`config.mk`:
```
export PLATFORM = sky130hd
export DESIGN_NAME = xt_keyboard_port_interface_top
export DESIGN_NICKNAME = d
export VERILOG_FILES = /design/src/rtl/xtkbd_pkg.sv /design/src/rtl/xtkbd_fifo.sv /design/src/rtl/xtkbd_core.sv /design/src/rtl/xt_keyboard_port_interface_top.sv
export SDC_FILE = /design/constraint.sdc
export NUM_CORES = 1
export LEC_CHECK = 0
export BUFFER_PORTS_ARGS = -buffer_cell sky130_fd_sc_hd__buf_2
export CAP_MARGIN = 20
export CORE_AREA = 10 10 167 169
export DETAILED_ROUTE_END_ITERATION = 12
export DIE_AREA = 0 0 177 179
export PLACE_DENSITY = 0.62
export SYNTH_ARGS = -nofsm -noshare
export SYNTH_HDL_FRONTEND = slang
export SYNTH_SLANG_ARGS = --single-unit
```
`constraint.sdc`:
```
create_clock -name clk -period 3.38 [get_ports clk]
set_input_delay 0.338 -clock clk [delete_from_list [all_inputs] [get_ports clk]]
set_output_delay 0.338 -clock clk [all_outputs]
set_load 0.05 [all_outputs]
```
`src/rtl/xtkbd_pkg.sv`:
```
package xtkbd_pkg;

	// key queue
	localparam int FIFO_DEPTH = 16;
	localparam int FIFO_AW    = (FIFO_DEPTH > 1) ? $clog2(FIFO_DEPTH) : 1;
	localparam int FIFO_CW    = $clog2(FIFO_DEPTH + 1);

	// item kinds
	localparam logic [1:0] KIND_TICK  = 2'd0;
	localparam logic [1:0] KIND_READ  = 2'd1;
	localparam logic [1:0] KIND_WRITE = 2'd2;
	localparam logic [1:0] KIND_KEY   = 2'd3;

	// port offsets
	localparam logic [1:0] OFS_PORT_A = 2'd0;
	localparam logic [1:0] OFS_PORT_B = 2'd1;
	localparam logic [1:0] OFS_PORT_C = 2'd2;
	localparam logic [1:0] OFS_CTRL   = 2'd3;

	// codes and words
	localparam logic [7:0] CODE_HANDSHAKE = 8'hAA;
	localparam logic [7:0] CODE_OVERRUN   = 8'hFF;
	localparam logic [7:0] OPEN_BUS       = 8'hFF;
	localparam logic [7:0] CTRL_MODE_A    = 8'h89;
	localparam logic [7:0] CTRL_MODE_B    = 8'h99;

	// port B bits
	localparam int PB_CLEAR_BIT = 7;
	localparam int PB_CLK_BIT   = 6;

	// configuration port
	localparam int CFG_IW = 1;
	localparam int CFG_DW = 16;
	localparam logic [CFG_IW-1:0] REG_HANDSHAKE_DELAY = 1'd0;
	localparam logic [CFG_IW-1:0] REG_SWITCH_BYTE     = 1'd1;
	localparam logic [15:0] RST_HANDSHAKE_DELAY = 16'd300;
	localparam logic [7:0]  RST_SWITCH_BYTE     = 8'd45;

	typedef struct packed {
		logic [1:0]  kind;
		logic [1:0]  reg_offset;
		logic [7:0]  write_data;
		logic [7:0]  key_code;
		logic [15:0] tick_count;
	} item_t;

	typedef struct packed {
		logic [7:0] read_data;
		logic       irq_raise;
		logic       irq_lower;
		logic       access_error;
		logic       key_dropped;
	} result_t;

	typedef struct packed {
		logic push;
		logic pop;
	} fifo_ctl_t;

	typedef struct packed {
		logic       empty;
		logic       full;
		logic [7:0] head_data;
	} fifo_stat_t;

endpackage

```
`src/rtl/xtkbd_fifo.sv`:
```
module xtkbd_fifo import xtkbd_pkg::*; (
	input  logic       clk,
	input  logic       arst_n,
	input  fifo_ctl_t  ctl,
	input  logic [7:0] push_data,
	output fifo_stat_t stat
);

	logic [7:0]         mem_q [FIFO_DEPTH];
	logic [FIFO_AW-1:0] head_q;
	logic [FIFO_AW-1:0] tail_q;
	logic [FIFO_CW-1:0] fill_q;
	logic [FIFO_AW-1:0] head_nxt;
	logic [FIFO_AW-1:0] tail_nxt;

	assign head_nxt = (head_q == FIFO_AW'(FIFO_DEPTH - 1)) ? '0 : head_q + 1'b1;
	assign tail_nxt = (tail_q == FIFO_AW'(FIFO_DEPTH - 1)) ? '0 : tail_q + 1'b1;

	assign stat.empty     = (fill_q == '0);
	assign stat.full      = (fill_q == FIFO_CW'(FIFO_DEPTH));
	assign stat.head_data = mem_q[head_q];

	always_ff @(posedge clk) begin
		if (ctl.push) begin
			mem_q[tail_q] <= push_data;
		end
	end

	always_ff @(posedge clk or negedge arst_n) begin
		if (!arst_n) begin
			head_q <= '0;
			tail_q <= '0;
			fill_q <= '0;
		end else begin
			if (ctl.push) begin
				tail_q <= tail_nxt;
				fill_q <= fill_q + 1'b1;
			end else if (ctl.pop) begin
				head_q <= head_nxt;
				fill_q <= fill_q - 1'b1;
			end
		end
	end

	a_no_push_full: assert property (@(posedge clk) disable iff (!arst_n)
		ctl.push |-> !stat.full) else $error("push into full key queue");

	a_no_pop_empty: assert property (@(posedge clk) disable iff (!arst_n)
		ctl.pop |-> !stat.empty) else $error("pop from empty key queue");

	a_fill_bound: assert property (@(posedge clk) disable iff (!arst_n)
		ctl.push |=> fill_q != '0) else $error("fill count wrapped on push");

endmodule

```
`src/rtl/xtkbd_core.sv`:
```
module xtkbd_core import xtkbd_pkg::*; (
	input  logic        clk,
	input  logic        arst_n,
	input  logic        step,
	input  item_t       item,
	input  logic [15:0] handshake_delay,
	input  logic [7:0]  switch_byte,
	output result_t     res
);

	logic [7:0]  ctrl_q, ctrl_d;
	logic        latch_valid_q, latch_valid_d;
	logic [7:0]  code_q, code_d;
	logic [15:0] countdown_q, countdown_d;
	logic [15:0] countdown_left;
	logic        hs_fire;
	logic        kbd_enabled;
	fifo_ctl_t   fctl_raw;
	fifo_ctl_t   fctl;
	fifo_stat_t  fstat;

	assign countdown_left = (item.tick_count > countdown_q) ? '0
		: countdown_q - item.tick_count;
	assign hs_fire     = (countdown_q != '0) && (countdown_left == '0);
	assign kbd_enabled = !ctrl_q[PB_CLEAR_BIT] && ctrl_q[PB_CLK_BIT];

	always_comb begin
		res           = '0;
		fctl_raw      = '0;
		ctrl_d        = ctrl_q;
		latch_valid_d = latch_valid_q;
		code_d        = code_q;
		countdown_d   = countdown_q;
		case (item.kind)
			KIND_TICK: begin
				if (countdown_q != '0) begin
					countdown_d = countdown_left;
				end
				if (hs_fire) begin
					res.irq_raise = 1'b1;
					if (latch_valid_q) begin
						code_d = CODE_OVERRUN;
					end else begin
						latch_valid_d = 1'b1;
						code_d        = CODE_HANDSHAKE;
					end
				end else if (!latch_valid_q && kbd_enabled && !fstat.empty) begin
					res.irq_raise = 1'b1;
					latch_valid_d = 1'b1;
					code_d        = fstat.head_data;
					fctl_raw.pop  = 1'b1;
				end
			end
			KIND_READ: begin
				case (item.reg_offset)
					OFS_PORT_A: begin
						if (!latch_valid_q) begin
							res.read_data = (code_q == CODE_HANDSHAKE) ? '0 : code_q;
						end else begin
							latch_valid_d = 1'b0;
							res.read_data = code_q;
						end
					end
					OFS_PORT_B: res.read_data = ctrl_q;
					OFS_PORT_C: res.read_data = switch_byte;
					default: begin
						res.read_data    = OPEN_BUS;
						res.access_error = 1'b1;
					end
				endcase
			end
			KIND_WRITE: begin
				case (item.reg_offset)
					OFS_PORT_B: begin
						if (item.write_data[PB_CLEAR_BIT]) begin
							latch_valid_d = 1'b0;
							res.irq_lower = 1'b1;
						end
						// rising edge of the clock enable starts the reset handshake
						if (item.write_data[PB_CLK_BIT] && !ctrl_q[PB_CLK_BIT]) begin
							countdown_d = handshake_delay;
						end
						ctrl_d = item.write_data;
					end
					OFS_CTRL: begin
						res.access_error = !(item.write_data inside {CTRL_MODE_A, CTRL_MODE_B});
					end
					OFS_PORT_C: res.access_error = 1'b1;
					default: ;
				endcase
			end
			KIND_KEY: begin
				if (fstat.full) begin
					res.key_dropped = 1'b1;
				end else begin
					fctl_raw.push = 1'b1;
				end
			end
			default: ;
		endcase
	end

	assign fctl = step ? fctl_raw : '0;

	xtkbd_fifo u_fifo (
		.clk       (clk),
		.arst_n    (arst_n),
		.ctl       (fctl),
		.push_data (item.key_code),
		.stat      (fstat)
	);

	always_ff @(posedge clk or negedge arst_n) begin
		if (!arst_n) begin
			ctrl_q        <= '0;
			latch_valid_q <= 1'b0;
			code_q        <= '0;
			countdown_q   <= '0;
		end else if (step) begin
			ctrl_q        <= ctrl_d;
			latch_valid_q <= latch_valid_d;
			code_q        <= code_d;
			countdown_q   <= countdown_d;
		end
	end

	a_pop_fills_latch: assert property (@(posedge clk) disable iff (!arst_n)
		fctl.pop |=> latch_valid_q && code_q == $past(fstat.head_data))
		else $error("dequeued key not latched");

	a_clear_drops_latch: assert property (@(posedge clk) disable iff (!arst_n)
		step && item.kind == KIND_WRITE && item.reg_offset == OFS_PORT_B
		&& item.write_data[PB_CLEAR_BIT] |=> !latch_valid_q)
		else $error("port B clear left the latch full");

	a_countdown_load: assert property (@(posedge clk) disable iff (!arst_n)
		step && item.kind == KIND_WRITE && item.reg_offset == OFS_PORT_B
		&& item.write_data[PB_CLK_BIT] && !ctrl_q[PB_CLK_BIT]
		|=> countdown_q == $past(handshake_delay))
		else $error("handshake countdown not loaded on clock enable edge");

	a_raise_lower_exclusive: assert property (@(posedge clk) disable iff (!arst_n)
		step |-> !(res.irq_raise && res.irq_lower))
		else $error("raise and lower in one result");

endmodule

```
`src/rtl/xt_keyboard_port_interface_top.sv`:
```
// Keyboard interface seen through the port registers of an 8255-style PPI.
// Input channel (in_valid/in_ready): one beat is a tick, a bus read, a bus
// write or a key code to queue, chosen by kind; reg_offset picks port A, B,
// C or the control port. Output channel (out_valid/out_ready): exactly one
// result beat per input beat, in order, carrying read data and the IRQ,
// error and drop flags.
// Path: an accepted beat goes through the input register, then the result
// register, before it is presented on the output.
// Throughput: one beat per cycle unless out_ready stalls; state updates for
// a beat happen between the two registers, so the next beat sees them.
// Configuration (cfg_we/cfg_index/cfg_data) writes the handshake delay and
// the switch byte; write only while no beat is in flight.
// Reset: delay 300, switch byte 45, port B zero, latch empty, countdown
// stopped, key queue empty (16 entries).
// Receiver stall: the result register holds; one more beat may wait in the
// input register, then in_ready falls until out_ready returns.
module xt_keyboard_port_interface_top import xtkbd_pkg::*; (
	input  logic              clk,
	input  logic              arst_n,
	input  logic              cfg_we,
	input  logic [CFG_IW-1:0] cfg_index,
	input  logic [CFG_DW-1:0] cfg_data,
	input  logic              in_valid,
	output logic              in_ready,
	input  logic [1:0]        kind,
	input  logic [1:0]        reg_offset,
	input  logic [7:0]        write_data,
	input  logic [7:0]        key_code,
	input  logic [15:0]       tick_count,
	output logic              out_valid,
	input  logic              out_ready,
	output logic [7:0]        read_data,
	output logic              irq_raise,
	output logic              irq_lower,
	output logic              access_error,
	output logic              key_dropped
);

	logic [15:0] handshake_delay_q;
	logic [7:0]  switch_byte_q;
	item_t       item_s1;
	logic        valid_s1;
	result_t     res_s2;
	logic        valid_s2;
	result_t     res;
	logic        adv_s2;
	logic        adv_s1;

	assign adv_s2   = !valid_s2 || out_ready;
	assign adv_s1   = valid_s1 && adv_s2;
	assign in_ready = !valid_s1 || adv_s2;

	always_ff @(posedge clk or negedge arst_n) begin
		if (!arst_n) begin
			handshake_delay_q <= RST_HANDSHAKE_DELAY;
			switch_byte_q     <= RST_SWITCH_BYTE;
		end else if (cfg_we) begin
			case (cfg_index)
				REG_HANDSHAKE_DELAY: handshake_delay_q <= cfg_data[15:0];
				REG_SWITCH_BYTE:     switch_byte_q     <= cfg_data[7:0];
				default: ;
			endcase
		end
	end

	// input register
	always_ff @(posedge clk or negedge arst_n) begin
		if (!arst_n) begin
			valid_s1 <= 1'b0;
		end else if (in_ready) begin
			valid_s1 <= in_valid;
		end
	end

	always_ff @(posedge clk) begin
		if (in_ready && in_valid) begin
			item_s1 <= '{kind: kind, reg_offset: reg_offset, write_data: write_data,
				key_code: key_code, tick_count: tick_count};
		end
	end

	xtkbd_core u_core (
		.clk             (clk),
		.arst_n          (arst_n),
		.step            (adv_s1),
		.item            (item_s1),
		.handshake_delay (handshake_delay_q),
		.switch_byte     (switch_byte_q),
		.res             (res)
	);

	// result register: hold while the receiver stalls
	always_ff @(posedge clk or negedge arst_n) begin
		if (!arst_n) begin
			valid_s2 <= 1'b0;
		end else if (adv_s2) begin
			valid_s2 <= valid_s1;
		end
	end

	always_ff @(posedge clk) begin
		if (adv_s1) begin
			res_s2 <= res;
		end
	end

	assign out_valid    = valid_s2;
	assign read_data    = res_s2.read_data;
	assign irq_raise    = res_s2.irq_raise;
	assign irq_lower    = res_s2.irq_lower;
	assign access_error = res_s2.access_error;
	assign key_dropped  = res_s2.key_dropped;

endmodule
```
==> results.tsv, run 1 <==
metric	value	unit
run_status	finished clean	
cp_max_fo	4	
power	10000	µW
syn_area	10900	µm²
max-slew-margin-rel	0.327	
hold_viol_final	0	
area_growth	23.4	%
coreArea	24700	µm²
dp.cells	1137	
fin_crit_sh	0.979	
critPathKind	register to register	
hold_ws	0.0374	ns
grt_util_met3	0.0272	
via_per_inst	5.40	
setup_viol	0	
drc	0	
die_w	177	µm
pwr_density_cell	744	nW/µm²
routed_wl	24200	µm
dpl.hpwl	16500	µm
initial_core_util	0.442	
grt_max_degree	45	
synth_top_area_share	0.484	
synth_edf_count	176	
synth.yosys.seq_area_share	0.649	
io_pins	72	
multi_input_area	3730	µm²
maxCapViolCount	0	
ff_latch_area	7100	µm²
rsz0062_at_grt	true	
yosys_register_bits	248	
die-area	31700	µm²
grt_use_met1	0.202	
nets	970	
crit_required	3.80	ns
use_met2	0.253	
cts_buffer_depth	3	
synthCells	726	
antennaDiodeCount	0	
final_cells	1231	
ys_top_cells_by_area	edfxtp_1 (48%), dfrtp_1 (15%), mux4_2 (8.2%)	
root_buffer	clkbuf_16	
htree_levels	1	
ir_worst_vdd	0.399	mV
drive_above_1_share	0.313	
ys_warn_count	0	
path_clk_slew	0.06	ns
drtIter0Drc	499	
top_usage_layer	met2	
synthFlopType	edfxtp_1	
slew_viol_final	0	
ys_types	65	
clk_latency	0.55	ns
worstMarginPinSlew	1.01	ns
leakage	0.00505	µW
clkSinkCount	248	
grt_pass1_wl	38200	µm
overflow	0	
gp_congestion	0.853	
period_needed	3.31	ns
hold_path_class	primary input to register	
setup_ws	0.0710	ns
first_global_vias	6979	
nFillCells	1982	
max_freq	302	MHz
num_vias	6642	
fin_skew	0.0277	ns
crit_path_end_kind	register	
syn_avg_cell_area	15.1	µm²
cts_tree	built	
critical_path_arrival	3.73	ns
first_pass_iters	4	
antenna_left	0	
cts_buffers	27	
die_h	179	µm
synthArstFlopShare	0.290	
antenna_found_initial	0	
start_kind	register	
grt_usage	0.152	
dp_worst_setup_slack	-0.167	ns
wl_per_cell	19.6	µm
port_buffers	71	
yosys.area.top_type	edfxtp_1	
post-route-util	0.545	
synthesis.nets	816	
placementRows	58	
[cell usage in the layout, fill, tap and decap left out, types with 13 or more instances in the layout]
| cell type | n |
|---|---|
| dlygate4sd3_1 | 38 |
| mux4_2 | 40 |
| nor2_1 | 45 |
| ha_1 | 29 |
| buf_2 | 71 |
| dfrtp_1 | 62 |
| inv_1 | 30 |
| o21ai_0 | 15 |
| nor3_1 | 15 |
| nand2_1 | 31 |
| buf_4 | 44 |
| clkbuf_16 | 30 |
| edfxtp_1 | 176 |
| mux2_2 | 32 |
| a21oi_1 | 38 |
| nand3_1 | 13 |
| nand2b_1 | 13 |
[cells in the mapped netlist, drive strengths merged, types with 3 or more instances]
| cell type | number |
|---|---|
| a31oi | 7 |
| ha | 30 |
| a21o | 5 |
| edfxtp | 176 |
| inv | 31 |
| clkbuf | 25 |
| mux2i | 3 |
| a211oi | 11 |
| nand2 | 32 |
| xor2 | 8 |
| mux4 | 40 |
| buf | 5 |
| nand2b | 15 |
| a311oi | 3 |
| xnor2 | 9 |
| a221o | 4 |
| o31ai | 4 |
| and2 | 3 |
| o21ai | 16 |
| nand3 | 13 |
| dfrtp | 64 |
| a21oi | 40 |
| o32a | 4 |
| nor3 | 17 |
| dfstp | 8 |
| and3 | 8 |
| mux2 | 37 |
| nor2b | 8 |
| o211ai | 4 |
| nor4 | 11 |
| nor2 | 48 |
| nor3b | 7 |
| nand4 | 3 |
[stage by stage]
stage,TNS [ns],cell area (µm²)
4_1_cts,0,13400
3_3_place_gp,-0.617,11900
5_1_grt,-0.260,13500
6_report,0,13500
2_1_floorplan,-0.00378,10900
3_5_place_dp,-1.86,11900
[timing repair]
| action | 4_1_cts | 5_1_grt |
|---|---|---|
| setup endpoints to repair | 16 | 16 |
| hold endpoints to repair | 65 | 0 |
| gates resized for setup | 9 | 15 |
| setup buffers | 1 | 5 |
| hold buffers | 38 | 0 |
| pin swaps | 5 | 15 |
| cloned | 0 | 0 |
[path summary, 6_finish.rpt]
| check | startpoint | endpoint | slack, ns | cells after the start |
|---|---|---|---|---|
| max in group asynchronous | arst_n | handshake_delay_q[8] | 1.97 | 3 |
| min in group asynchronous | arst_n | out_valid | 0.36 | 2 |
| worst max-delay path | u_core.countdown_q[0] | u_core.code_q[0] | 0.07 | 12 |
| worst min-delay path | cfg_data[14] | handshake_delay_q[14] | 0.04 | 2 |
| worst max register to register | u_core.countdown_q[0] | u_core.code_q[0] | 0.07 | 12 |
| worst min register to register | item_s1[28] | u_core.ctrl_q[4] | 0.50 | 1 |
[power by group]
part / switching (µW) / internal (µW) / total (µW)
sequential: 400 / 3620 / 4020
combinational: 1350 / 1350 / 2690
clock: 1230 / 2080 / 3310
total: 2980 / 7050 / 10000
[layer usage]
metal	vias to the layer above	wire length (µm)
met5	-	0
met1	3330	10900
li1	3095	-
met2	176	11500
met4	0	489
met3	41	1290
[worst max-delay path, cell delays in order (launching register included)]
cell and delay [ns]:
dfrtp_1 0.36, inv_2 0.05, ha_2 0.18, fa_2 0.34
nand2b_4 0.16, a21oi_2 0.14, nor2_1 0.07, xnor2_1 0.13
or4_4 0.42, or4b_4 0.53, o31ai_4 0.38, o21bai_4 0.11
a221o_1 0.32
[registers in the layout, summed over array words and instances, names as in the netlist, 4 cells and up]
register,cells
u_core.u_fifo.mem_q,128
item_s1,36
handshake_delay_q,16
u_core.countdown_q,16
read_data,8
switch_byte_q,8
u_core.code_q,8
u_core.ctrl_q,8
u_core.u_fifo.fill_q,5
u_core.u_fifo.head_q,4
u_core.u_fifo.tail_q,4
[cell families after synthesis]
group / share of synthesized area
AO/OA/AOI/OAI: 0.0686
XOR/XNOR: 0.0136
adder cells (fa/ha/maj): 0.0380
buffers and inverters: 0.0214
flip-flops: 0.649
multiplexers: 0.124
AND/OR/NAND/NOR: 0.0847
[layout make-up]
cell class | count | share of cell area
inverter | 32 | 0.00891
clock inverter | 18 | 0.0194
tap | 330 | 0.0306
timing repair buffer | 155 | 0.0820
sequential | 248 | 0.526
multi-input combinational | 416 | 0.276
clock buffer | 32 | 0.0565
Note: power is estimated with default switching activity, not from simulation.
==> run 2, diff against run 1 <==
CORE_AREA = 10 10 151 188   (was 10 10 167 169)
DIE_AREA = 0 0 161 198   (was 0 0 177 179)
==> results.tsv, run 2 (synthesis results as in run 1) <==
metric	value	unit	change
cts_buffers	26		-3.7%
placementRows	65		+12%
cp.depth	12		unchanged
grt_usage	0.153		+0.000324
initial_core_util	0.439		-0.00249
crit_required	3.78	ns	-0.02 ns
r2r_cells	12		unchanged
via_per_inst	5.34		-1.0%
hp-start	reg_offset[0]		
rr_endpoint	u_core.code_q[4]		
slew_viol_final	0		unchanged
min_to	item_s1[32]		
placed_area	12000	µm²	+0.44%
cp_slowest_cell	or4b_4		
dpl.hpwl	17200	µm	+3.7%
use_met2	0.282		+0.0291
leakage	0.00499	µW	-1.2%
grt_util_met3	0.0270		-0.000159
crit_top_cell	buf_4		
clkSinkCount	248		unchanged
rrSetupSlack	-0.03	ns	-0.10 ns
grt_use_met1	0.174		-0.0284
path_cells	buf_4 -> ha_2 -> nand2b_4 -> a211oi_2 -> buf_4 -> nor2b_4 -> xnor2_2 -> or4_4 -> or4b_4 -> o31ai_4 -> o21bai_2 -> a221o_1		
worstReg2RegStart	item_s1[0]		
drtIter0Drc	338		-32%
critical_path_arrival	3.81	ns	+0.08 ns
final_common_cell	edfxtp_1		
antenna_found_initial	0		unchanged
antennaDiodeCount	0		unchanged
failed_checks	negative setup slack		
min_path_cells	1		-1
post-route-cell-area	13400	µm²	-0.74%
setup_ws	-0.0264	ns	-0.0973 ns
run_status	complete, but fails checks		
crit_family	simple AND/OR/NAND/NOR gates		
nFillCells	2083		+5.1%
largest_reg_flops	128		unchanged
worstMarginPinSlew	1.06	ns	+0.0550 ns
gp_congestion	0.896		+5.1%
wl_per_cell	20.0	µm	+1.6%
area_growth	22.5	%	
top_register	u_core.u_fifo.mem_q		
port_buffers	71		unchanged
hold_path_class	primary input to register		
hold_viol_final	0		unchanged
rsz0062_at_grt	true		
coreArea	24900	µm²	+0.57%
fin_skew	0.00982	ns	-0.0179 ns
clk_latency	0.53	ns	-0.02 ns
overflow	0		unchanged
critPathKind	register to register		
htree_levels	1		unchanged
maxCapViolCount	0		unchanged
root_buffer	clkbuf_16		
cp_max_fo	4		unchanged
die_h	198	µm	+11%
max_freq	294	MHz	-2.9%
path_clk_slew	0.06	ns	about the same
antenna_left	0		unchanged
grt_max_degree	53		+18%
crit_path_end_kind	register		
final_cells	1237		+0.49%
ir_worst_vdd	0.591	mV	+48%
first_pass_iters	4		unchanged
fin_crit_sh	1.01		+0.0288
start_kind	register		
die-area	31900	µm²	+0.62%
dp.cells	1148		+0.97%
nets	972		+0.21%
dp_worst_setup_slack	-0.173	ns	-0.00604 ns
reg_top3	u_core.u_fifo.mem_q: 128 flops, item_s1: 36 flops		
period_needed	3.41	ns	+0.0973 ns
top_usage_layer	met2		
grt_pass1_wl	38600	µm	+1.2%
cts_tree	built		
pwr_density_cell	712	nW/µm²	-4.2%
num_vias	6605		-0.56%
drive_above_1_share	0.318		+0.00520
path_buf_inv	2		+1
setup_viol	2		+2
final_cell_mix	edfxtp_1 (176), buf_2 (70), dfrtp_1 (63)		
first_global_vias	7067		+1.3%
cts_buffer_depth	3		unchanged
die_w	161	µm	-9.0%
slowest_delay	0.58	ns	+0.05 ns
max-slew-margin-rel	0.290		-0.0367
critical_path.startpoint	item_s1[0]		
io_pins	72		unchanged
routed_wl	24700	µm	+2.1%
drc	0		unchanged
## run 2: changes by cell type in the layout (fill, tap and decap cells not counted), moves of 2 or more
cell,change
mux2_1,-2
clkbuf_16,-4
bufinv_16,-4
a21oi_2,-2
buf_4,+4
dlygate4sd3_1,-2
inv_4,-2
inv_6,+3
clkinvlp_4,+3
mux2_4,+2
ha_1,-2
clkinv_1,+2
## run 2: worst reg2reg max path, delay by kind of cell, from the launching register on
kind / cells / cell delay [ns]
AO/OA/AOI/OAI: 4 / 0.98
XOR/XNOR: 1 / 0.14
adder cells (fa/ha/maj): 1 / 0.17
buffers and inverters: 2 / 0.31
flip-flops: 1 / 0.40
AND/OR/NAND/NOR: 4 / 1.30
## run 2: routing by layer
layer,vias to the layer above,wire [µm]
li1,3109,-
met1,3311,9690
met2,136,13300
met3,49,966
met4,0,707
met5,-,0
## run 2: power breakdown
group	switching [µW]	internal [µW]
Combinational	1440	1370
Sequential	309	3620
Clock	1190	1600
Total	2940	6590
## run 2: how the worst max path moves through the flow
stage and to:
3_3_place_gp u_core.code_q[0], 5_1_grt u_core.code_q[4], 6_report u_core.code_q[4], 3_5_place_dp u_core.u_fifo.head_q[1]
4_1_cts u_core.u_fifo.fill_q[2], 2_1_floorplan u_core.u_fifo.fill_q[1]
## run 2: cell type report
| class | instances | area, µm² | area share |
|---|---|---|---|
| clock buffers | 28 | 668 | 0.0499 |
| clock inverters | 20 | 185 | 0.0138 |
| inverters | 32 | 120 | 0.00897 |
| multi-input cells | 416 | 3760 | 0.281 |
| flip-flops and latches | 248 | 7100 | 0.530 |
| well taps | 335 | 419 | 0.0313 |
| repair buffers | 158 | 1140 | 0.0850 |
## run 2: repair_timing
item | 4_1_cts | 5_1_grt
hold endpoints to repair | 83 | 0
gates resized for setup | 8 | 24
gates cloned | 0 | 0
pin swaps | 3 | 24
hold buffers | 36 | 0
buffers inserted | 1 | 4
setup endpoints to repair | 18 | 16
## run 2: per-stage QoR
step | util | total power [µW] | hold slack (ns) | setup TNS (ns)
floorplan | - | 5730 | 0.0424 | -0.00378
global placement | 0.481 | 6500 | 0.437 | -1.35
detailed placement | 0.481 | 6560 | 0.439 | -1.94
CTS | 0.532 | 9460 | 0.00556 | 0
global route | 0.538 | 10100 | 0.00844 | -1.03
finish | 0.538 | 9530 | 0.0321 | -0.0291
==> run 3, diff against run 2 <==
ABC_AREA = 1   (was default)
CORE_AREA = 10 10 154 191   (was 10 10 151 188)
DIE_AREA = 0 0 164 201   (was 0 0 161 198)
==> results.tsv, run 3 <==
metric	value	unit	change
cts_buffer_depth	3		unchanged
critical_path_arrival	3.42	ns	-0.39 ns
ys_types	44		-32%
rrSetupSlack	0.36	ns	+0.39 ns
cp_max_fo	14		+10
start_kind	register		
clk_latency	0.53	ns	about the same
root_buffer	clkbuf_16		
grt_max_degree	73		+38%
rsz0062_at_grt	false		
die-area	33000	µm²	+3.4%
r2r_cells	17		+5
min_to	item_s1[0]		
crit_required	3.79	ns	about the same
run_status	finished clean		
max-slew-margin-rel	0.366		+0.0758
setup_viol	0		-2
drive_above_1_share	0.126		-0.193
overflow	0		unchanged
fin_crit_sh	0.892		-0.116
reg_top3	u_core.u_fifo.mem_q: 128 flops, item_s1: 36 flops		
port_buffers	71		unchanged
nets	1305		+34%
min_path_cells	1		unchanged
final_common_cell	nand2_1		
pwr_density_cell	766	nW/µm²	+7.6%
final_cell_mix	nand2_1 (227), edfxtp_1 (176), nor2_1 (136)		
synthCells	1101		+52%
antenna_left	0		unchanged
worstReg2RegStart	item_s1[0]		
maxCapViolCount	0		unchanged
slew_viol_final	0		unchanged
ir_worst_vdd	0.539	mV	-8.8%
worstMarginPinSlew	0.951	ns	-0.114 ns
antenna_found_initial	0		unchanged
critPathKind	register to register		
synth_edf_count	176		unchanged
yosys.area.top_type	edfxtp_1		
cts-resized-gates	0		-8
synth.yosys.seq_area_share	0.623		-0.0266
fin_setup_tns	0	ns	+0.0291 ns
max_freq	332	MHz	+13%
leakage	0.00552	µW	+11%
rr_endpoint	u_core.u_fifo.head_q[3]		
routed_wl	27300	µm	+10%
wl_per_cell	17.3	µm	-13%
initial_core_util	0.442		+0.00314
crit_top_cell	nand2_1		
grt_usage	0.165		+0.0122
clkSinkCount	248		unchanged
area_growth	17.3	%	
yosysMostFrequentCell	nand2_1		
post-route-util	0.519		-0.0191
synth_common_cells	nand2_1 (227), edfxtp_1 (176), nor2_1 (136)		
first_pass_iters	7		+3
dpl.hpwl	19000	µm	+11%
cts_tree	built		
yosys_register_bits	248		unchanged
hold_viol_final	0		unchanged
cp_slowest_cell	fa_1		
synthArstFlopShare	0.290		unchanged
syn_area	11400	µm²	+4.3%
placementRows	66		+1.5%
ys_top_cells_by_area	edfxtp_1 (46%), dfrtp_1 (14%), nand2_1 (7.5%)		
die_w	164	µm	+1.9%
drc	0		unchanged
largest_reg_flops	128		unchanged
top_register	u_core.u_fifo.mem_q		
crit_path_end_kind	register		
die_h	201	µm	+1.5%
io_pins	72		unchanged
synthFlopType	edfxtp_1		
ys_warn_count	0		unchanged
synthesis.nets	1191		+46%
slowest_delay	0.44	ns	-0.14 ns
cts_buffers	26		unchanged
grt_pass1_wl	43900	µm	+14%
hp-start	tick_count[0]		
drtIter0Drc	580		+72%
path_buf_inv	2		unchanged
first_global_vias	8234		+17%
synth_top_area_share	0.464		-0.0198
hold_path_class	primary input to register		
num_vias	8100		+23%
antennaDiodeCount	0		unchanged
crit_family	simple AND/OR/NAND/NOR gates		
gp_congestion	0.888		-0.93%
period_needed	3.02	ns	-0.391 ns
fin_skew	0.0135	ns	+0.00373 ns
htree_levels	1		unchanged
syn_avg_cell_area	10.4	µm²	-31%
coreArea	25800	µm²	+3.5%
via_per_inst	5.14		-3.7%
path_clk_slew	0.06	ns	about the same
path_cells	ha_1 -> fa_1 -> inv_1 -> nand2_1 -> nand2_1 -> nand3_2 -> nand2_1 -> nand2_1 -> nand2_1 -> buf_4 -> nand3_1 -> nand2_1 -> nor2_2 -> nand3_4 -> nand3_1 -> nand2_1 -> o21ai_1		
==> run 3: cell count changes after synthesis, moves of 8 or more <==
cell / before / now
nand2b_1: 15 / 0
mux2_2: 32 / 11
o221ai_1: 0 / 8
mux4_2: 40 / 0
o21ai_1: 0 / 10
o21ai_0: 15 / 83
nand3_1: 13 / 58
a211oi_1: 11 / 1
inv_1: 31 / 114
nor2_1: 47 / 136
and3_1: 8 / 0
nor3_1: 15 / 3
nand2_1: 32 / 227
o32ai_1: 0 / 24
==> run 3: worst max path at each step <==
| stage | from | endpoint | slack [ns] | cells after the start |
|---|---|---|---|---|
| 6_report | item_s1[0] | u_core.u_fifo.head_q[3] | 0.36 | 17 |
| 5_1_grt | u_core.countdown_q[0] | u_core.u_fifo.head_q[2] | 0.09 | 18 |
| 4_1_cts | item_s1[0] | u_core.u_fifo.head_q[3] | 0.36 | 17 |
| 3_5_place_dp | item_s1[0] | u_core.u_fifo.head_q[3] | 0.36 | 17 |
| 3_3_place_gp | item_s1[0] | u_core.u_fifo.head_q[2] | 0.50 | 17 |
| 2_1_floorplan | out_valid | u_core.u_fifo.fill_q[4] | 0.78 | 11 |
==> run 3: routing by layer <==
layer  global-route usage  routed length [µm]  up-vias
li1                     -                   -     4006
met2                0.298               14500      187
met4               0.0512                 699        0
met1                0.197               11000     3862
met3               0.0211                 998       45
met5                    0                   0        -
==> run 3: repair_timing <==
action                    CTS  global route
hold endpoints to repair   76             0
hold buffers               36             0
buffers inserted            0             0
==> run 3: through the flow <==
step,std cells,worst slack [ns],area (µm²),hold WS [ns],total power (µW)
2_1_floorplan,1101,0.783,11400,0.0424,6480
3_3_place_gp,1491,0.499,12200,0.455,7390
3_5_place_dp,1491,0.360,12200,0.473,7420
4_1_cts,1575,0.361,13400,0.0120,10300
5_1_grt,1575,0.0863,13400,0.00832,10900
6_report,1575,0.364,13400,0.0189,10200
==> run 3: where the power goes <==
| group | leakage, µW | internal [µW] | switching (µW) |
|---|---|---|---|
| logic | 0.00262 | 1190 | 2220 |
| clock network | 0.000405 | 1680 | 1160 |
| registers | 0.00249 | 3670 | 326 |
| total | 0.00552 | 6540 | 3700 |
==> run 3: area by class of cell <==
type | instances | area [µm²]
Clock buffer | 35 | 694
Clock inverter | 13 | 155
Fill cell | 2324 | 12400
Inverter | 116 | 435
Multi-Input combinational cell | 699 | 3700
Sequential cell | 248 | 7100
Tap cell | 340 | 425
Timing Repair Buffer | 124 | 858
==> run 3: kinds of logic after synthesis <==
kind of cell,synth area share
AND/OR/NAND/NOR,0.169
flip-flops,0.623
AO/OA/AOI/OAI,0.0930
buffers and inverters,0.0525
adder cells (fa/ha/maj),0.0365
multiplexers,0.0179
XOR/XNOR,0.00845
